<file path="config.mk">
export PLATFORM = sky130hd
export DESIGN_NAME = lpkj_kink
export DESIGN_NICKNAME = d
export VERILOG_FILES = /design/src/sv/lpkj_pkg.sv /design/src/sv/lpkj_kink.sv
export SDC_FILE = /design/constraint.sdc
export NUM_CORES = 1
export LEC_CHECK = 0
export BUFFER_PORTS_ARGS = -buffer_cell sky130_fd_sc_hd__buf_2
export CAP_MARGIN = 20
export CORE_MARGIN = 4
export CORE_UTILIZATION = 37
export DETAILED_ROUTE_END_ITERATION = 12
export PLACE_DENSITY = 0.91
export SKIP_LAST_GASP = 1
export SLEW_MARGIN = 10
export SYNTH_ARGS = -nofsm -noshare
export SYNTH_HDL_FRONTEND = slang
export SYNTH_SLANG_ARGS = --single-unit
</file>
<file path="constraint.sdc">
create_clock -name vclk -period 1.84
set_input_delay 0 -clock vclk [all_inputs]
set_output_delay 0 -clock vclk [all_outputs]
set_load 0.05 [all_outputs]
</file>
<file path="src/sv/lpkj_pkg.sv">
`timescale 1ns / 1ps
// Package for the lattice polymer kink-jump engine: field widths, coordinate and
// result types, command and status codes. No dependencies.
package lpkj_pkg;

	localparam int COORD_W          = 6;
	localparam int SITE_W           = 10;
	localparam int LEN_OUT_W        = 11;
	localparam int MOVES_W          = 32;
	localparam int BOX_SIDE_DEF     = 64;
	localparam int MAX_MONOMERS_DEF = 1024;

	typedef logic [COORD_W-1:0] coord_axis_t;

	typedef struct packed {
		coord_axis_t x;
		coord_axis_t y;
		coord_axis_t z;
	} coord_t;

	localparam int COORD_BITS = $bits(coord_t);

	// Outcome of the corner test on one interior monomer.
	typedef struct packed {
		logic   corner;
		coord_t tgt;
	} kink_t;

	typedef enum logic {
		CMD_APPEND = 1'b0,
		CMD_MOVE   = 1'b1
	} cmd_t;

	typedef enum logic [2:0] {
		STAT_APPENDED    = 3'd0,
		STAT_MOVED       = 3'd1,
		STAT_OCCUPIED    = 3'd2,
		STAT_NOT_CORNER  = 3'd3,
		STAT_END         = 3'd4,
		STAT_REFUSED     = 3'd5
	} status_t;

endpackage

</file>
<file path="src/sv/lpkj_kink.sv">
`timescale 1ns / 1ps
// Corner test and opposite-corner target for one monomer and its two neighbors.
// Depends on lpkj_pkg.
module lpkj_kink (
	input  lpkj_pkg::coord_t prev,
	input  lpkj_pkg::coord_t self_pos,
	input  lpkj_pkg::coord_t next,
	output lpkj_pkg::kink_t  res
);
	import lpkj_pkg::*;

	logic [2:0] dp;
	logic [2:0] dn;
	logic       dp_one;
	logic       dn_one;

	assign dp = {prev.x != self_pos.x, prev.y != self_pos.y, prev.z != self_pos.z};
	assign dn = {next.x != self_pos.x, next.y != self_pos.y, next.z != self_pos.z};

	// Exactly one axis differs on each side.
	assign dp_one = (dp != 3'b000) && ((dp & (dp - 3'd1)) == 3'b000);
	assign dn_one = (dn != 3'b000) && ((dn & (dn - 3'd1)) == 3'b000);

	always_comb begin
		res.corner = dp_one && dn_one && (dp != dn);
		res.tgt.x  = dp[2] ? prev.x : (dn[2] ? next.x : self_pos.x);
		res.tgt.y  = dp[1] ? prev.y : (dn[1] ? next.y : self_pos.y);
		res.tgt.z  = dp[0] ? prev.z : (dn[0] ? next.z : self_pos.z);
	end

endmodule

</file>
==> flow_summary.toml <==
[outcome]
status = "finished, final reports clean"

[logic_synthesis]
synthMuxAreaShare = 0.2914
synth-adder-area-share = 0
synth_compound_area_frac = 0.05216
synth_xor_area_frac = 0.4658
synth_warnings = 0
synth_cells = 82
synth_top_family_by_area = "XOR/XNOR gates"
synth.distinct_cells = 19
avgSynthCellArea_sq_um = 8.484
synth-seq-area-share = 0
netlist_area_sq_um = 695.7
syn_nets = 136
synth-simple-area-share = 0.1745

[floorplanning]
initial_core_util = 0.3986
die-area_sq_um = 2638
dieWidth_um = 51.36
design.portCount = 73
die_h_um = 51.36
num_rows = 15
core_sq_um = 1745

[timing]
fmax_mhz = 546.0
slew-limit-headroom = 0.7704
timing_hold_violations_final = 0
fin_setup_tns_ns = 0
hold_slack_ns = 0.4717
fin_crit_ns = 1.832
post-route-period-util = 0.9954
setup_ws_ns = 0.008479
rsz0062_at_grt = "true"
drv_slew = 0
worstMarginPinSlew_ns = 0.3413
setup_viol = 0

[drt]
drtIter0Drc = 8
drc = 0
postRouteAntennaNets = 0
firstDrtPassIters = 4
vias = 951
wl_per_cell_um = 13.05
wl_um = 2545
avgViaCountPerCell = 4.877

[grt]
grt_pass1_wl_um = 3726
grt_pass1_vias = 925
track_usage = 0.1739
use_met2 = 0.3475
antenna_found_initial = 0
gr-total-overflow = 0
grt_max_degree = 9
grt_busiest_layer = "met2"
grtUsageMet1 = 0.1997
grt_use_met3 = 0.02332

[cells_and_area]
nFlopsAndLatches = 0
final_cell_area_sq_um = 1237
final_common_cell = "buf_2"
final_cell_mix = "buf_2, mux2_2, xnor2_1, xor2_1, buf_4"
instances_no_fill = 195
fillerInstances = 151
area_growth_pct = 77.88
nNetsFinal = 226
drive_gt1_frac = 0.6647
seqCellArea_sq_um = 0
antennaDiodeCount = 0
nClkBuffers = 0

[worst_setup_path]
path_class = "input port to output port"
setup.worst_path.end_class = "output port"
critPathRequiredTime_ns = 1.84
crit_path_start_kind = "input port"
cp.arrival_ns = 1.83
crit_fanout = 2

[min_path]
holdPathStages = 3
hold_path.class = "input port to output port"

[pwr]
leakagePower_uw = 0.0005950
ir_drop_mv = 0.1946
power_density_nw_per_um2 = 288.8

[placed_design]
numPortBuffers = 73
hpwlAfterDp_um = 2219
pre_cts_slack_ns = -0.08994
globalplace.congestion = 0.7041
dp_cells = 192
placed_cell_area_sq_um = 1194

[run]
maxCapViolations = 0

[clock_tree]
hold_buffers = 0
[metrics by stage]
stage	total power, uW	utilization
final	357.3	0.7090
after CTS	344.8	0.6896
after global placement	330.8	0.6839
after floorplan	198.8	-
after global routing	384.8	0.7090
after detailed placement	340.4	0.6839
[path summary, 6_finish.rpt]
| path | startpoint | endpoint |
|---|---|---|
| min | prev[14] | res[14] |
| max | prev[3] | res[18] |
[cell type report]
type / count / area (sq um) / share of cell area
tap: 25 / 31.28 / 0.02528
multi-input combinational: 81 / 718.2 / 0.5804
timing repair buffer: 89 / 488.0 / 0.3943
[Yosys cell counts (2+ instances only)]
cell type | n | share of area
nand2_1 | 5 | 0.027
nand3_1 | 2 | 0.014
mux2_2 | 18 | 0.29
o211ai_1 | 2 | 0.022
xor2_1 | 17 | 0.21
xnor2_1 | 20 | 0.25
nor4_1 | 3 | 0.027
nand4_1 | 2 | 0.018
nor3_1 | 2 | 0.014
or3_1 | 2 | 0.018
[cells by family (layout without fill, tap and decap cells)]
logic type             after synthesis  in the layout
XOR/XNOR                            37             37
AND/OR/NAND/NOR                     21             21
buffers and inverters                1             89
multiplexers                        18             18
AO/OA/AOI/OAI                        5              5
[worst max-delay path, cell delays in order]
cell and delay [ns]:
buf_2 0.11, xnor2_1 0.15, nand2_1 0.09, or3_1 0.38, or3_1 0.32, or4b_1 0.47, o211ai_1 0.09, buf_4 0.22
[metal layers]
layer / vias up / wire [um] / share of wire
met5: - / 0 / 0
met1: 426 / 908 / 0.36
li1: 478 / - / -
met2: 47 / 1392 / 0.55
met4: 0 / 0 / 0
met3: 0 / 244 / 0.096
[where the power goes]
part | switching [uW] | internal (uW) | leakage (uW)
registers | 0 | 0 | 0
logic | 200 | 157 | 0.000595
clock network | 0 | 0 | 0
total | 200 | 157 | 0.000595
[what timing repair did]
item | in CTS | in global routing
pin swaps | 0 | 5
setup endpoints to repair | 1 | 1
gates resized for setup | 1 | 3
buffers inserted | 1 | 2
(Power assumes the default switching activity.)
