`src/sv/lpkj_ram.sv`:
```
`timescale 1ns / 1ps
// Generic simple dual-port RAM: one write port, one read port, registered read data.
// No package dependencies.
module lpkj_ram #(
	parameter int WIDTH = 8,
	parameter int DEPTH = 16
) (
	input  logic                     clk,
	input  logic                     we,
	input  logic [$clog2(DEPTH)-1:0] waddr,
	input  logic [WIDTH-1:0]         wdata,
	input  logic [$clog2(DEPTH)-1:0] raddr,
	output logic [WIDTH-1:0]         rdata
);

	logic [WIDTH-1:0] mem [DEPTH];

	always_ff @(posedge clk) begin
		if (we) begin
			mem[waddr] <= wdata;
		end
		rdata <= mem[raddr];
	end

endmodule

```
`config.mk`:
```
export PLATFORM = sky130hd
export DESIGN_NAME = lpkj_ram
export DESIGN_NICKNAME = d
export VERILOG_FILES = /design/src/sv/lpkj_ram.sv
export SDC_FILE = /design/constraint.sdc
export NUM_CORES = 1
export LEC_CHECK = 0
export ABC_AREA = 1
export ABC_CLOCK_PERIOD_IN_PS = 1300
export BUFFER_PORTS_ARGS = -buffer_cell sky130_fd_sc_hd__buf_4
export CAP_MARGIN = 30
export CORE_MARGIN = 10
export CORE_UTILIZATION = 55
export CTS_CLUSTER_DIAMETER = 40
export DETAILED_ROUTE_END_ITERATION = 6
export PLACE_DENSITY = 0.75
export RECOVER_POWER = 100
export SKIP_CTS_REPAIR_TIMING = 1
export SLEW_MARGIN = 25
export SYNTH_ARGS = -nofsm -noshare
export SYNTH_HDL_FRONTEND = slang
export SYNTH_SLANG_ARGS = --single-unit
```
`constraint.sdc`:
```
create_clock -name clk -period 1.3 [get_ports clk]
set_input_delay 0.39 -clock clk [delete_from_list [all_inputs] [get_ports clk]]
set_output_delay 0.39 -clock clk [all_outputs]
set_load 0.05 [all_outputs]
```
==> results.py <==
metrics = {
    "logic_synthesis": {
        "synth_nets": 569,
        "ys_types": 12,
        "ys_ff_latch": 136,
        "yosysWarnings": 0,
        "syn_area_per_cell_um2": 10.5,
        "synth.largest_area_cell": "edfxtp_1",
        "syn-cell-area_mm2": 0.00577,
        "yosys-top-cells-area": "edfxtp_1, nand2_1, nand3_1",
        "synth_top_area_frac": 0.667,
        "ys_seq_area_frac": 0.694,
        "synth_cells": 551,
    },
    "global_routing": {
        "grt_max_degree": 44,
        "antenna_found_initial": 0,
        "overflow": 0,
        "met3_usage": 0.0569,
        "grt_pass1_vias": 3992,
        "grt_usage": 0.188,
        "grt_pass1_wl_um": 21100,
        "gr-max-usage-layer": "met2",
        "grtUsageMet2": 0.308,
        "grtUsageMet1": 0.227,
    },
    "power": {
        "p_switching_w": 0.00232,
        "pwr-share-clk": 0.447,
        "power.total_w": 0.0104,
        "intPower_w": 0.00808,
        "power_frac_comb": 0.077,
        "seqPwrFrac": 0.476,
        "switching_share": 0.223,
        "p_per_area_mw_per_mm2": 1520,
        "vdd_drop_max_v": 0.00108,
        "p_leak_nw": 2.92,
    },
    "setup_path": {
        "crit_fanout": 1,
        "path_cells": "buf_8",
        "r2r_cells": 6,
        "arrival_ns": 1.05,
        "max_stage_delay_ns": 0.37,
        "crit_path_end_kind": "output pin",
        "crit_slowest_cell": "dfxtp_4",
        "ff2ff_setup_slack_ns": 0.20,
        "start_kind": "flop",
        "worst-path-buf-inv": 1,
        "critPathRequiredTime_ns": 0.91,
        "path_class": "flop to output pin",
        "r2r_start": "mem[3][2]",
        "timing.rr.end": "rdata[2]",
        "critical-path-top-delay-family": "flip-flops",
    },
    "hold_path": {
        "min_from": "raddr[3]",
        "holdPathEnd": "rdata[2]",
        "holdPathStages": 4,
        "hp-class": "input port to flop",
    },
    "sta": {
        "setup_ws_ns": -0.137,
        "fin_crit_sh": 1.11,
        "skew_ns": 0.00404,
        "timing.final.hold_violations": 0,
        "slew_viol_final": 0,
        "tightestPinTransition_ns": 0.867,
        "setup_violations": 8,
        "fmax_mhz": 696,
        "rsz0062_at_grt": "true",
        "period_needed_ns": 1.44,
        "fin_hold_ws_ns": 0.276,
        "slew_headroom": 0.422,
    },
    "drt": {
        "first_iter_violations": 388,
        "drcViolationCount": 0,
        "dr.pass1.iters": 5,
        "wl_per_cell_um": 17.6,
        "route.vias.total": 4020,
        "finalWirelength_um": 13200,
        "ant_nets": 0,
        "via_per_inst": 5.37,
    },
    "clocking": {
        "clk_path_buf_depth": 2,
        "numCtsBuffers": 17,
        "cts_sinks": 136,
        "cts_root_buffer": "clkbuf_8",
        "clk_latency_ns": 0.53,
        "htreeDepth": 4,
        "clkTransAtPathRegs_ns": 0.06,
        "cts_tree": "built",
    },
    "layout": {
        "drive_gt1_frac": 0.106,
        "fin_util": 0.665,
        "n_antenna_cell": 0,
        "final_nets": 619,
        "syn2layout_area_growth_pct": 18.4,
    },
    "floorplan": {
        "num_rows": 37,
        "die_area_mm2": 0.0150,
        "io_pins": 26,
        "core-area_mm2": 0.0103,
        "die_w_um": 122,
        "die_h_um": 122,
        "start_util": 0.561,
    },
    "flow_run": {
        "cap_violations": 0,
    },
    "place": {
        "port_buffers": 25,
        "gp_congestion": 0.858,
        "dp_hpwl_um": 8370,
    },
    "outcome": {
        "status": "finished with violations",
        "violations": "negative setup slack",
    },
}
worst register-to-register path, stage by stage, from the launching register on:
cell and delay [ns]:
edfxtp_1 0.38, inv_1 0.08, nand2_1 0.05, nand3_1 0.09, nand3_1 0.09, nand3_1 0.22
nand2_1 0.08
worst max path at each step:
stage                     slack (ns)  depth (start not counted)  startpoint    endpoint
after floorplan                -0.04                          2    waddr[2]  mem[10][0]
after global placement         -0.15                          8    raddr[0]    rdata[0]
after detailed placement       -0.18                          8    raddr[0]    rdata[1]
after CTS                      -0.25                          1    rdata[0]    rdata[0]
after global routing           -0.16                          1    rdata[0]    rdata[0]
final                          -0.14                          1    rdata[0]    rdata[0]
through the flow:
stage / setup slack [ns] / cell area [um^2] / instances / setup TNS [ns]
floorplan: -0.0408 / 5770 / 551 / -3.28
global placement: -0.147 / 6330 / 718 / -4.86
detailed placement: -0.178 / 6330 / 718 / -8.44
CTS: -0.251 / 6900 / 749 / -1.27
global route: -0.162 / 6830 / 749 / -1.08
finish: -0.137 / 6830 / 749 / -0.792
layout make-up:
type | instances | area (um^2)
clock buffers | 18 | 418
clock inverters | 13 | 154
fillers | 750 | 3450
inverters | 102 | 383
multi-input cells | 289 | 1210
flip-flops and latches | 136 | 4020
well taps | 136 | 170
repair buffers | 55 | 475
cell families (layout without fill, tap and decap cells):
family	Yosys count	after routing	share of synthesized area
buffers and inverters	126	188	0.0952
DFF	136	136	0.694
and+or+nand+nor	289	289	0.210
registers in the layout (all words and copies together), names as in the netlist:
name,count
mem,128
rdata,8
placed cells by master, fill, tap and decap left out, types with 7 or more instances in the layout:
master,netlist,routed
buf_12,0,9
buf_4,4,9
buf_8,0,7
clkbuf_1,0,28
clkbuf_16,0,16
dfxtp_2,0,7
edfxtp_1,128,128
inv_1,100,100
nand2_1,173,173
nand3_1,97,97
nor2_1,17,17
power groups by stage:
stage / Sequential (W) / Combinational, W / Clock, W
2_1_floorplan: 0.00512 / 0.000347 / 0
3_3_place_gp: 0.00502 / 0.000763 / 0
3_5_place_dp: 0.00502 / 0.000783 / 0
4_1_cts: 0.00493 / 0.000794 / 0.00468
5_1_grt: 0.00496 / 0.000867 / 0.00487
6_report: 0.00495 / 0.000803 / 0.00464
Yosys cell counts:
library cell	count
nand2_1	173
edfxtp_1	128
inv_1	100
nand3_1	97
nor2_1	17
buf_2	13
dfxtp_1	8
buf_6	6
buf_4	4
inv_2	2
nand3b_1	2
buf_1	1
per-layer routing:
| metal | vias up | wire, um |
|---|---|---|
| met1 | 1904 | 5070 |
| met2 | 224 | 6770 |
| met4 | 0 | 216 |
| li1 | 1873 | - |
| met3 | 19 | 1170 |
| met5 | - | 0 |
Power figures use the tool's default switching activity.
